## src/hdl/lru_writeback_node_cache_assert.svh

```systemverilog
// assertion macros shared by the cache modules
`ifndef LRU_WRITEBACK_NODE_CACHE_ASSERT_SVH
`define LRU_WRITEBACK_NODE_CACHE_ASSERT_SVH

// implication check, disabled during reset
`define LWNC_ASSERT_IMP(label, clk, rst_n, ante, cons) \
    label: assert property (@(posedge clk) disable iff (!rst_n) (ante) |-> (cons)) \
        else $error("assertion failed");

// next-cycle implication check, disabled during reset
`define LWNC_ASSERT_NEXT(label, clk, rst_n, ante, cons) \
    label: assert property (@(posedge clk) disable iff (!rst_n) (ante) |=> (cons)) \
        else $error("assertion failed");

`endif

```

## src/hdl/lwnc_pkg.sv

```systemverilog
//------------------------------------------------------------------------------
// lwnc_pkg
// shared types and constants of the node cache
//------------------------------------------------------------------------------
`default_nettype none
package lwnc_pkg;
    localparam int ENTRIES      = 8;
    localparam int RECORD_WIDTH = 64;
    localparam int IDX_W        = (ENTRIES > 1) ? $clog2(ENTRIES) : 1;
    localparam int CNT_W        = $clog2(ENTRIES + 1);

    localparam logic [1:0] MODE_ALLOC = 2'd0;
    localparam logic [1:0] MODE_GET   = 2'd1;
    localparam logic [1:0] MODE_SAVE  = 2'd2;
    localparam logic [1:0] MODE_FILL  = 2'd3;

    localparam logic [2:0] KIND_READ  = 3'd0;
    localparam logic [2:0] KIND_WB    = 3'd1;
    localparam logic [2:0] KIND_FREQ  = 3'd2;
    localparam logic [2:0] KIND_DONE  = 3'd3;
    localparam logic [2:0] KIND_ERR   = 3'd4;

    typedef struct packed {
        logic [1:0]  mode;
        logic [31:0] node_id;
        logic [63:0] write_data;
    } t_req;

    typedef struct packed {
        logic [2:0]  kind;
        logic [31:0] result_id;
        logic [63:0] result_data;
        logic        last;
    } t_rsp;
endpackage
`default_nettype wire

```

## src/hdl/lwnc_if.sv

```systemverilog
//------------------------------------------------------------------------------
// lwnc_req_if / lwnc_rsp_if
// valid/ready channels carrying requests and results
//------------------------------------------------------------------------------
`default_nettype none
interface lwnc_req_if;
    logic             valid;
    logic             ready;
    lwnc_pkg::t_req   payload;
    modport source (output valid, output payload, input ready);
    modport sink   (input valid, input payload, output ready);
endinterface

interface lwnc_rsp_if;
    logic             valid;
    logic             ready;
    lwnc_pkg::t_rsp   payload;
    modport source (output valid, output payload, input ready);
    modport sink   (input valid, input payload, output ready);
endinterface
`default_nettype wire

```

## src/hdl/lru_writeback_node_cache.sv

```systemverilog
//------------------------------------------------------------------------------
// lru_writeback_node_cache
// fully associative write-back node cache with timestamp lru replacement
//------------------------------------------------------------------------------
// usage:
//   i_req carries one request transaction (mode, node_id, write_data); o_rsp
//   carries one or two result transactions, the final one flagged by last.
//   allocate and fill go from acceptance to the action state, which pushes
//   their single result. get and save scan the stamp and line memories one
//   entry per cycle, set by their single read port, then act: a save hit or
//   an error pushes its result from the action state; a get hit pushes the
//   entry read for it from the read state, and a miss pushes the write-back
//   of a dirty victim there and its last result after that.
//   one request is worked on at a time; the next is taken once its results
//   have left the two-entry output buffer.
//   reset clears the valid, dirty and stamp state (valid and dirty are flops,
//   stamps read as zero until first written via per-entry written bits), the
//   id and use counters and any pending fill. no clearing pass is needed.
//   a stalled receiver holds results in the output buffer; no new request
//   is accepted until the buffer is empty.
//------------------------------------------------------------------------------
`default_nettype none
module lru_writeback_node_cache (
    input  wire logic i_clk,
    input  wire logic i_rst_n,
    lwnc_req_if.sink   i_req,
    lwnc_rsp_if.source o_rsp
);
    import lwnc_pkg::*;
    `include "lru_writeback_node_cache_assert.svh"

    typedef enum logic [4:0] {
        S_IDLE  = 5'b00001,
        S_SCAN  = 5'b00010,
        S_LAST  = 5'b00100,
        S_ACT   = 5'b01000,
        S_RD    = 5'b10000
    } t_state;

    t_state r_state;
    t_req   r_req;

    logic [RECORD_WIDTH+31:0] mem_line  [ENTRIES];
    logic [31:0]              mem_stamp [ENTRIES];
    logic [ENTRIES-1:0]       r_valid, r_dirty, r_stamp_ok;

    logic [31:0]             r_rtag, r_rstamp;
    logic [RECORD_WIDTH-1:0] r_rrec;
    logic [IDX_W-1:0]        r_ridx;
    logic [CNT_W-1:0]        r_cnt;

    logic [31:0]  r_use, r_alloc;
    logic         r_fwait;
    logic [IDX_W-1:0] r_fslot;
    logic [31:0]  r_fid;

    logic             r_hit;
    logic [IDX_W-1:0] r_hidx, r_vidx;
    logic [31:0]      r_vstamp;
    logic             r_vfirst;

    logic [IDX_W-1:0] w_waddr;
    logic             w_we_line, w_we_stamp;
    logic [31:0]      w_wtag;
    logic [RECORD_WIDTH-1:0] w_wrec;
    logic [IDX_W-1:0] w_raddr;

    logic  w_push;
    t_rsp  w_out;
    logic  w_empty;

    logic [31:0] w_stamp_eff;
    logic [RECORD_WIDTH-1:0] w_in_rec;

    logic r_miss_tail;
    t_rsp w_fin;

    assign i_req.ready = (r_state == S_IDLE) && w_empty && !r_miss_tail;
    assign w_in_rec    = r_req.write_data[RECORD_WIDTH-1:0];
    assign w_stamp_eff = r_stamp_ok[r_ridx] ? r_rstamp : 32'd0;

    // memory read port
    always_ff @(posedge i_clk) begin
        {r_rtag, r_rrec} <= mem_line[w_raddr];
        r_rstamp         <= mem_stamp[w_raddr];
        r_ridx           <= w_raddr;
    end

    // memory write port
    always_ff @(posedge i_clk) begin
        if (w_we_line)  mem_line[w_waddr]  <= {w_wtag, w_wrec};
        if (w_we_stamp) mem_stamp[w_waddr] <= r_use;
    end

    always_comb begin
        w_raddr    = r_cnt[IDX_W-1:0];
        w_we_line  = 1'b0;
        w_we_stamp = 1'b0;
        w_waddr    = r_vidx;
        w_wtag     = r_req.node_id;
        w_wrec     = w_in_rec;
        w_push     = 1'b0;
        w_out      = '0;
        case (r_state)
            S_IDLE: begin
                w_raddr = '0;
            end
            S_ACT: begin
                if (r_req.mode == MODE_ALLOC) begin
                    w_push = 1'b1;
                    w_out  = '{KIND_DONE, r_alloc, 64'd0, 1'b1};
                end else if (r_req.mode == MODE_FILL) begin
                    w_push = 1'b1;
                    if (!r_fwait) begin
                        w_out = '{KIND_ERR, 32'd0, 64'd0, 1'b1};
                    end else begin
                        w_we_line = 1'b1;
                        w_waddr   = r_fslot;
                        w_wtag    = r_fid;
                        w_out     = '{KIND_READ, r_fid, 64'(w_in_rec), 1'b1};
                    end
                end else if (r_req.node_id >= r_alloc) begin
                    w_push = 1'b1;
                    w_out  = '{KIND_ERR, r_req.node_id, 64'd0, 1'b1};
                end else if (r_hit) begin
                    w_we_stamp = 1'b1;
                    w_waddr    = r_hidx;
                    if (r_req.mode == MODE_GET) begin
                        w_raddr = r_hidx;
                    end else begin
                        w_we_line = 1'b1;
                        w_push    = 1'b1;
                        w_out     = '{KIND_DONE, r_req.node_id, 64'd0, 1'b1};
                    end
                end else begin
                    w_raddr = r_vidx;
                end
            end
            S_RD: begin
                // r_rrec / r_rtag hold hit entry or victim
                if (r_hit) begin
                    w_push = 1'b1;
                    w_out  = '{KIND_READ, r_req.node_id, 64'(r_rrec), 1'b1};
                end else begin
                    w_push     = 1'b1;
                    w_we_stamp = 1'b1;
                    if (r_valid[r_vidx] && r_dirty[r_vidx]) begin
                        w_out = '{KIND_WB, r_rtag, 64'(r_rrec), 1'b0};
                    end else begin
                        w_push = 1'b0;
                    end
                    if (r_req.mode == MODE_SAVE) begin
                        w_we_line = 1'b1;
                    end
                end
            end
            default: ;
        endcase
    end

    // second result of a miss is pushed into the output buffer the cycle after S_RD
    always_comb begin
        w_fin = w_out;
        if (r_miss_tail) begin
            w_fin = (r_req.mode == MODE_SAVE)
                  ? t_rsp'{KIND_DONE, r_req.node_id, 64'd0, 1'b1}
                  : t_rsp'{KIND_FREQ, r_req.node_id, 64'd0, 1'b1};
        end
    end

    always_ff @(posedge i_clk) begin
        if (!i_rst_n) begin
            r_state     <= S_IDLE;
            r_valid     <= '0;
            r_dirty     <= '0;
            r_stamp_ok  <= '0;
            r_use       <= '0;
            r_alloc     <= '0;
            r_fwait     <= 1'b0;
            r_cnt       <= '0;
            r_miss_tail <= 1'b0;
        end else begin
            r_miss_tail <= 1'b0;
            if (w_we_stamp) begin
                r_stamp_ok[w_waddr] <= 1'b1;
                r_use <= r_use + 32'd1;
            end
            case (r_state)
                S_IDLE: begin
                    if (i_req.valid && i_req.ready) begin
                        r_req    <= i_req.payload;
                        r_hit    <= 1'b0;
                        r_vfirst <= 1'b1;
                        r_cnt    <= CNT_W'(1);
                        if (i_req.payload.mode == MODE_ALLOC ||
                            i_req.payload.mode == MODE_FILL) begin
                            r_state <= S_ACT;
                        end else begin
                            r_state <= S_SCAN;
                        end
                    end
                end
                S_SCAN, S_LAST: begin
                    if (r_valid[r_ridx] && (r_rtag == r_req.node_id) && !r_hit) begin
                        r_hit  <= 1'b1;
                        r_hidx <= r_ridx;
                    end
                    if (r_vfirst || (w_stamp_eff < r_vstamp)) begin
                        r_vidx   <= r_ridx;
                        r_vstamp <= w_stamp_eff;
                    end
                    r_vfirst <= 1'b0;
                    if (r_cnt == CNT_W'(ENTRIES)) begin
                        r_state <= S_ACT;
                    end else begin
                        r_cnt   <= r_cnt + CNT_W'(1);
                        r_state <= (r_cnt == CNT_W'(ENTRIES - 1)) ? S_LAST : S_SCAN;
                    end
                end
                S_ACT: begin
                    r_state <= S_IDLE;
                    if (r_req.mode == MODE_ALLOC) begin
                        r_alloc <= r_alloc + 32'd1;
                    end else if (r_req.mode == MODE_FILL) begin
                        if (r_fwait) begin
                            r_valid[r_fslot] <= 1'b1;
                            r_dirty[r_fslot] <= 1'b0;
                            r_fwait          <= 1'b0;
                        end
                    end else begin
                        r_fwait <= 1'b0;
                        if (r_req.node_id < r_alloc) begin
                            if (r_hit) begin
                                if (r_req.mode == MODE_GET) r_state <= S_RD;
                                else r_dirty[r_hidx] <= 1'b1;
                            end else begin
                                r_state <= S_RD;
                            end
                        end
                    end
                end
                S_RD: begin
                    r_state <= S_IDLE;
                    if (!r_hit) begin
                        r_miss_tail <= 1'b1;
                        if (r_req.mode == MODE_SAVE) begin
                            r_valid[r_vidx] <= 1'b1;
                            r_dirty[r_vidx] <= 1'b1;
                        end else begin
                            r_valid[r_vidx] <= 1'b0;
                            r_dirty[r_vidx] <= 1'b0;
                            r_fwait <= 1'b1;
                            r_fslot <= r_vidx;
                            r_fid   <= r_req.node_id;
                        end
                    end
                end
                default: r_state <= S_IDLE;
            endcase
        end
    end

    lwnc_out_buf u_out_buf (
        .i_clk   (i_clk),
        .i_rst_n (i_rst_n),
        .i_push  (w_push | r_miss_tail),
        .i_data  (w_fin),
        .o_empty (w_empty),
        .o_rsp   (o_rsp)
    );

    `LWNC_ASSERT_IMP(a_idle_on_accept, i_clk, i_rst_n, i_req.valid && i_req.ready, r_state == S_IDLE)
    `LWNC_ASSERT_NEXT(a_miss_tail_after_rd, i_clk, i_rst_n, (r_state == S_RD) && !r_hit, r_miss_tail)
    `LWNC_ASSERT_IMP(a_no_double_push, i_clk, i_rst_n, r_miss_tail, !w_push)
    `LWNC_ASSERT_IMP(a_busy_no_ready, i_clk, i_rst_n, r_state != S_IDLE, !i_req.ready)
endmodule
`default_nettype wire

```

## src/hdl/lwnc_out_buf.sv

```systemverilog
//------------------------------------------------------------------------------
// lwnc_out_buf
// two-entry result queue between the engine and the result channel
//------------------------------------------------------------------------------
`default_nettype none
module lwnc_out_buf (
    input  wire logic           i_clk,
    input  wire logic           i_rst_n,
    input  wire logic           i_push,
    input  wire lwnc_pkg::t_rsp i_data,
    output logic                o_empty,
    lwnc_rsp_if.source          o_rsp
);
    import lwnc_pkg::*;
    `include "lru_writeback_node_cache_assert.svh"

    t_rsp       r_q [2];
    logic       r_rd;
    logic       r_wr;
    logic [1:0] r_cnt;
    logic       w_pop;

    assign w_pop         = o_rsp.valid && o_rsp.ready;
    assign o_rsp.valid   = (r_cnt != 2'd0);
    assign o_rsp.payload = r_q[r_rd];
    assign o_empty       = (r_cnt == 2'd0);

    always_ff @(posedge i_clk) begin
        if (!i_rst_n) begin
            r_rd  <= 1'b0;
            r_wr  <= 1'b0;
            r_cnt <= 2'd0;
        end else begin
            if (i_push) r_wr <= ~r_wr;
            if (w_pop)  r_rd <= ~r_rd;
            r_cnt <= r_cnt + {1'b0, i_push} - {1'b0, w_pop};
        end
    end

    always_ff @(posedge i_clk) begin
        if (i_push) r_q[r_wr] <= i_data;
    end

    `LWNC_ASSERT_IMP(a_no_overflow, i_clk, i_rst_n, i_push, (r_cnt != 2'd2) || w_pop)
    `LWNC_ASSERT_IMP(a_cnt_range, i_clk, i_rst_n, 1'b1, r_cnt != 2'd3)
    `LWNC_ASSERT_NEXT(a_push_visible, i_clk, i_rst_n, i_push && (r_cnt == 2'd0), o_rsp.valid)
endmodule
`default_nettype wire
```

## src/flat_wrapper.sv

```systemverilog
// flat-port wrapper written by rule: the top's interface ports become plain ports
module lru_writeback_node_cache_flat import lwnc_pkg::*;
  (i_clk, i_rst_n, i_req_valid, i_req_payload, i_req_ready, o_rsp_valid, o_rsp_payload, o_rsp_ready);
  lwnc_req_if i_req_i ();
  lwnc_rsp_if o_rsp_i ();
  input  wire logic i_clk;
  input  wire logic i_rst_n;
  input wire logic [$bits(i_req_i.valid)-1:0] i_req_valid;
  input wire logic [$bits(i_req_i.payload)-1:0] i_req_payload;
  output wire logic [$bits(i_req_i.ready)-1:0] i_req_ready;
  output wire logic [$bits(o_rsp_i.valid)-1:0] o_rsp_valid;
  output wire logic [$bits(o_rsp_i.payload)-1:0] o_rsp_payload;
  input wire logic [$bits(o_rsp_i.ready)-1:0] o_rsp_ready;
  assign i_req_i.valid = i_req_valid;
  assign i_req_i.payload = i_req_payload;
  assign i_req_ready = i_req_i.ready;
  assign o_rsp_valid = o_rsp_i.valid;
  assign o_rsp_payload = o_rsp_i.payload;
  assign o_rsp_i.ready = o_rsp_ready;
  lru_writeback_node_cache u_core (.i_clk(i_clk), .i_rst_n(i_rst_n), .i_req(i_req_i), .o_rsp(o_rsp_i));
endmodule
```

## config.mk

```make
export PLATFORM = sky130hd
export DESIGN_NAME = lru_writeback_node_cache_flat
export DESIGN_NICKNAME = d
export VERILOG_FILES = /design/src/hdl/lwnc_pkg.sv /design/src/hdl/lwnc_if.sv /design/src/hdl/lru_writeback_node_cache.sv /design/src/hdl/lwnc_out_buf.sv /design/src/flat_wrapper.sv
export VERILOG_INCLUDE_DIRS = /design/src /design/src/hdl
export SDC_FILE = /design/constraint.sdc
export NUM_CORES = 2
export LEC_CHECK = 0
export ABC_CLOCK_PERIOD_IN_PS = 10350
export BUFFER_PORTS_ARGS = -buffer_cell sky130_fd_sc_hd__buf_2
export CAP_MARGIN = 20
export CORE_MARGIN = 4
export CORE_UTILIZATION = 60
export CTS_CLUSTER_SIZE = 14
export DETAILED_ROUTE_END_ITERATION = 10
export GPL_TIMING_DRIVEN = 0
export PLACE_DENSITY = 0.73
export SETUP_SLACK_MARGIN = 0.2
export SKIP_CTS_REPAIR_TIMING = 1
export SLEW_MARGIN = 10
export SYNTH_ARGS = -nofsm -noshare
export SYNTH_HDL_FRONTEND = slang
export SYNTH_SLANG_ARGS = --single-unit
```

## constraint.sdc

```tcl
create_clock -name i_clk -period 10.35 [get_ports i_clk]
set_clock_uncertainty 0.05 [all_clocks]
set_input_delay 0.5175 -clock i_clk [delete_from_list [all_inputs] [get_ports i_clk]]
set_output_delay 0.5175 -clock i_clk [all_outputs]
set_load 0.005 [all_outputs]
```

After elaboration in Yosys (flattened, before gate mapping) --
Memory sizes are Yosys's and may differ from the RTL's. A register that Yosys moved wholly into a read port is not among the register bits. Index checks and enable logic that the tools add are counted.
Storage, ports and cells: register bits 279, memory bits (writable) 1224, input port bits 102, output and inout bits 102, word-level logic and storage cells 226, memories kept 3
Cells by class: $add $sub $neg 5, magnitude comparators 12, equal/unequal tests 24, multiplexer cells 110, bitwise logic cells 15, reductions and logical operators 34
Memories:
- u_core.mem_line | words 8, width 96, rd ports 1, clocked after memory_dff 1, write ports 1, RTL line lru_writeback_node_cache.sv:43 | logic [RECORD_WIDTH+31:0] mem_line [ENTRIES];
- u_core.mem_stamp | words 8, width 32, rd ports 1, clocked after memory_dff 1, write ports 1, RTL line lru_writeback_node_cache.sv:44 | logic [31:0] mem_stamp [ENTRIES];
- u_core.u_out_buf.r_q | words 2, width 100, rd ports 1, clocked after memory_dff 1, write ports 1, RTL line lwnc_out_buf.sv:17 | t_rsp r_q [2];
Operator list (count):
- $mux W100 | 7
- $pmux W100 S2 | 1
- $mux W98 | 2
- $mux W32 | 5
- $mux W8 | 13
- $mux W99 | 1
- $add A32 B1 Y32 const B | 2
- $lt A32 B32 Y1 | 2
- $mux W1 | 40
- $or A8 B8 Y8 | 5
- $mux W3 | 12
- $mux W5 | 7
- $eq A32 B32 Y1 | 1
- $ge A32 B32 Y1 | 1
- $pmux W8 S2 | 2
- $and A8 B8 Y8 | 3
- $lt A3 B4 Y1 const B | 5
- $not A8 Y8 | 2
- $pmux W5 S3 | 1
- $reduce_and A3 Y1 | 5
- $bmux W1 S3 | 4
- $demux W1 S3 | 4
- $ge A3 B1 Y1 const B | 4
- $mux W4 | 3
- other kinds (31) | 68

Longest topological paths before layout --
depth in word-level cells 11, mapped depth 15, depth with buffers taken out 14

Hierarchy --
From an unflattened synthesis, not the netlist that was laid out.
Unflattened totals: cells, all modules 4589, area total of the unflattened synthesis 67872.6 um^2
Modules (own cells, without submodules):
- lru_writeback_node_cache | instances 1, cells an instance 4255, area an instance 59912.5 um^2, seq. area each 40548.9 um^2
- lwnc_out_buf | instances 1, cells an instance 334, area an instance 7960.1 um^2, seq. area each 6105.9 um^2

Worst setup path after synthesis --
Ideal clock, no wire load.
kind register to register, start register u_core.r_req[94] in the netlist's numbering, end memory u_core.mem_line[3][0] in the netlist's numbering, enable pin, setup time 0.551 ns, arrival time 6.820 ns, data required time 9.749 ns, path slack 2.929 ns, stages on the path, launching flop included 11, path buffers 0, period minus slack after synthesis 7.421 ns, path through edfxtp_1 > ha_1 > nand4_1 > nor3_1 > a221oi_2 > o211ai_1 > nor3_1 > nand3_1 > o311ai_1 > nand2_1 > nor2_1
Between the ends: cells in the longest elaborated chain, start to end 7, elaborated cells on any way between the ends 11, those cells by class 1 x order compare; 10 x mux
Ends and longest elaborated chain:
- from (decl) | RTL line lru_writeback_node_cache.sv:41 | t_req r_req;
- from (signal assigned) | RTL line lru_writeback_node_cache.sv:191 | r_req <= i_req.payload;
- $ge A32 B32 Y1 * | RTL line lru_writeback_node_cache.sv:122 | end else if (r_req.node_id >= r_alloc) begin
- $mux W1 | RTL line lru_writeback_node_cache.sv:122
- $mux W1 | RTL line lru_writeback_node_cache.sv:112 | end else if (r_req.mode == MODE_FILL) begin
- $mux W1 | RTL line lru_writeback_node_cache.sv:109 | if (r_req.mode == MODE_ALLOC) begin
- $pmux W1 S2 | RTL line lru_writeback_node_cache.sv:104 | case (r_state)
- $mux W1 | RTL line lru_writeback_node_cache.sv:91 | if (w_we_line) mem_line[w_waddr] <= {w_wtag, w_wrec};
- $mux W1 (implied by the code) | RTL line lru_writeback_node_cache.sv:91
- to (decl) | RTL line lru_writeback_node_cache.sv:43
Every way passes the cells marked *; elsewhere a longest branch is shown, timed or not.

Worst setup path in the final report --
start register u_core.r_req[94] in the netlist's numbering, end memory u_core.mem_line[3][57] in the netlist's numbering, enable pin
Same word-level chain as after synthesis.

==> flow_summary.yaml <==
worst_setup_path:
  crit_arrival_ps: 6250
  cpMostUsedCell: "buf_16"
  cp-start-kind: "register"
  cp_max_fo: 19
  cp_data_required_time_ps: 10760
  rr_endpoint: "u_core.mem_line[3][57]"
  crit_chain: "ha_1, nand4_1, nor3_1, a221oi_2, o211ai_1, nor3_1, nand3_1, o311ai_1, nand2_1, nor2_4, buf_16, buf_16, buf_12, buf_16"
  r2r_cells: 14
  crit_path_end_kind: "register"
  critical_path.max_stage_delay_ps: 940
  rrSetupSlack_ps: 4510
  crit_slowest_cell: "o311ai_1"
  r2r-start: "u_core.r_req[94]"
  crit_type: "reg -> reg"
drt:
  drt.antenna.violating_nets: 0
  drcViolationCount: 0
  vias: 36400
  via_per_inst: 6.12
  drt-initial-drc-count: 3466
  dr.pass1.iters: 5
  wl_um: 153000
  wire_per_inst_um: 25.8
sta:
  final-max-slew-violation-count: 0
  fmax_ghz: 0.171
  rsz0062_at_grt: "false"
  max_slew_margin_pct: 20.9
  fin_crit_ps: 5840
  period_share_pct: 56.4
  tightest_slew_ps: 1170
  postLayoutSetupSlackWorst_ps: 4510
  hold_viol_final: 0
  setup_viol: 0
final_layout:
  fillers: 6610
  area_growth_pct: 16.4
  final_layout_size_suffix_gt1_share_pct: 21.3
  mostFrequentLayoutCells: "1397 x edfxtp_1, 299 x mux2i_1, 255 x mux2_2"
  layout_commonest_cell: "edfxtp_1"
  fin_area_um2: 74900
  nets: 4585
  finalNonFillerCells: 5941
logic_synthesis:
  synth.cell_area_um2: 64400
  async_reset_ff_share_pct: 0
  syn_area_per_cell_um2: 16.6
  ys_types: 76
  yosysWarnings: 0
  ys_seq_area_share_pct: 72.5
  synth_ff_type: "edfxtp_1"
  yosys_register_bits: 1632
  synth_cells: 3884
  synth_edf_count: 1397
  syn_nets: 4055
global_routing:
  grt_antenna_before_repair: 4
  grt_max_degree: 29
  grt_pass1_wl_um: 227000
  gr-usage-all-layers_pct: 27.0
  grt_pass1_vias: 36100
  overflow: 0
floorplan:
  initial_core_util_pct: 60.8
  fp.dieH_um: 336
  die_w_um: 336
  io_pins: 204
  core.rowCount: 119
  dieArea_um2: 113000
  core_um2: 106000
place:
  dp_hpwl_um: 101000
  pre_cts_slack_ps: 4680
  placed_cell_area_um2: 68800
  gp_congestion: 0.890
  placed_cells_incl_taps: 5545
  port_buffers: 203
flow_run:
  drv_cap: 0
clock_tree:
  cts_tree: "built"
  cts_sinks: 1632
  htreeDepth: 4
  clockRootBuffer: "clkbuf_16"
  cts.reportedPaths.clkPinSlew_ps: 60
  cts_buffers: 160
  clockBufferDepth: 3
  worstSkewPairLatency_ps: 770
power:
  power.density_nw_per_um2: 198
  power_mw: 14.8
  ir_worst_vdd_uv: 163
  cellLeakagePower_nw: 24.7
worst_hold_path:
  holdPathStages: 4
  min_to: "u_core.r_state[4]"
  min_from: "i_rst_n"
  holdCritPathClass: "in -> reg"
run_status:
  status: "finished clean"
logic make-up after synthesis:
logic type               share of synthesized area [%]
AO/OA/AOI/OAI                                     7.31
AND/OR/NAND/NOR                                   3.94
flip-flops                                        72.5
multiplexers                                      11.4
XOR/XNOR                                          1.29
buffers and inverters                             2.31
adder cells (fa/ha/maj)                           1.34
power by group:
group	total [mW]	switching, mW	internal (mW)
combinational	1.35	0.803	0.542
sequential	7.79	0.284	7.50
clock	5.68	2.40	3.28
total	14.8	3.49	11.3
worst max path at each step:
stage | slack, ps | startpoint | to
after floorplan | 2930 | u_core.r_req[94] | u_core.mem_line[3][0]
after global placement | -1990 | u_core.r_req[94] | u_core.mem_line[0][56]
after detailed placement | 4680 | u_core.r_ridx[0] | u_core.r_vstamp[5]
after CTS | 4630 | u_core.r_ridx[0] | u_core.r_vstamp[6]
after global routing | 4240 | u_core.r_req[94] | u_core.mem_line[3][56]
final | 4510 | u_core.r_req[94] | u_core.mem_line[3][57]
routing by layer:
metal | global-route usage, % | up-vias | part of all wire, %
met1 | 36.8 | 18400 | 41
met2 | 45.3 | 1412 | 50
li1 | - | 16300 | -
met5 | 0 | - | 0
met4 | 8.15 | 0 | 2.7
met3 | 4.18 | 268 | 6.7
sequential cells by signal, summed over array words and instances (netlist names), 34 cells and up, named ones only:
name                  flops
u_core.w_in_rec          64
u_core.mem_line         768
u_core.r_req             34
u_core.mem_stamp        256
u_core.r_rrec            64
u_core.u_out_buf.r_q    200
area by class of cell:
cell class / count / area, um2 / share of cell area (%)
Antenna cell: 1 / 2.50 / 0.00334
Buffer: 202 / 1170 / 1.56
Clock buffer: 224 / 4550 / 6.07
Clock inverter: 73 / 638 / 0.852
Inverter: 84 / 318 / 0.424
Multi-Input combinational cell: 1966 / 16400 / 21.9
Sequential cell: 1632 / 46700 / 62.3
Tap cell: 1391 / 1740 / 2.32
Timing Repair Buffer: 368 / 3440 / 4.59
Yosys cell counts, types with 71 or more instances:
cell / n / area [um2]
clkbuf_1: 102 / 383
xnor2_1: 90 / 788
dfxtp_1: 235 / 4700
a21oi_1: 88 / 440
nor2_1: 208 / 781
mux2_2: 255 / 2870
o22ai_1: 129 / 807
edfxtp_1: 1397 / 42000
a221oi_1: 71 / 622
mux2_1: 109 / 1230
mux2i_1: 299 / 2990
inv_1: 83 / 312
per-stage QoR:
step | hold WS [ps] | util, % | TNS (ps)
floorplan | 374 | - | 0
global placement | 391 | 63.4 | -1675150
detailed placement | 401 | 64.9 | 0
CTS | -168 | 69.9 | 0
global route | 281 | 70.8 | 0
finish | 257 | 70.8 | 0
critical path: cells and delay by family (launching register included):
family / cells / cell delay [ps]
flip-flops: 1 / 530
AO/OA/AOI/OAI: 3 / 1430
buffers and inverters: 4 / 840
AND/OR/NAND/NOR: 6 / 2250
adder cells (fa/ha/maj): 1 / 370
No activity file was read; power rests on OpenSTA's default activity.
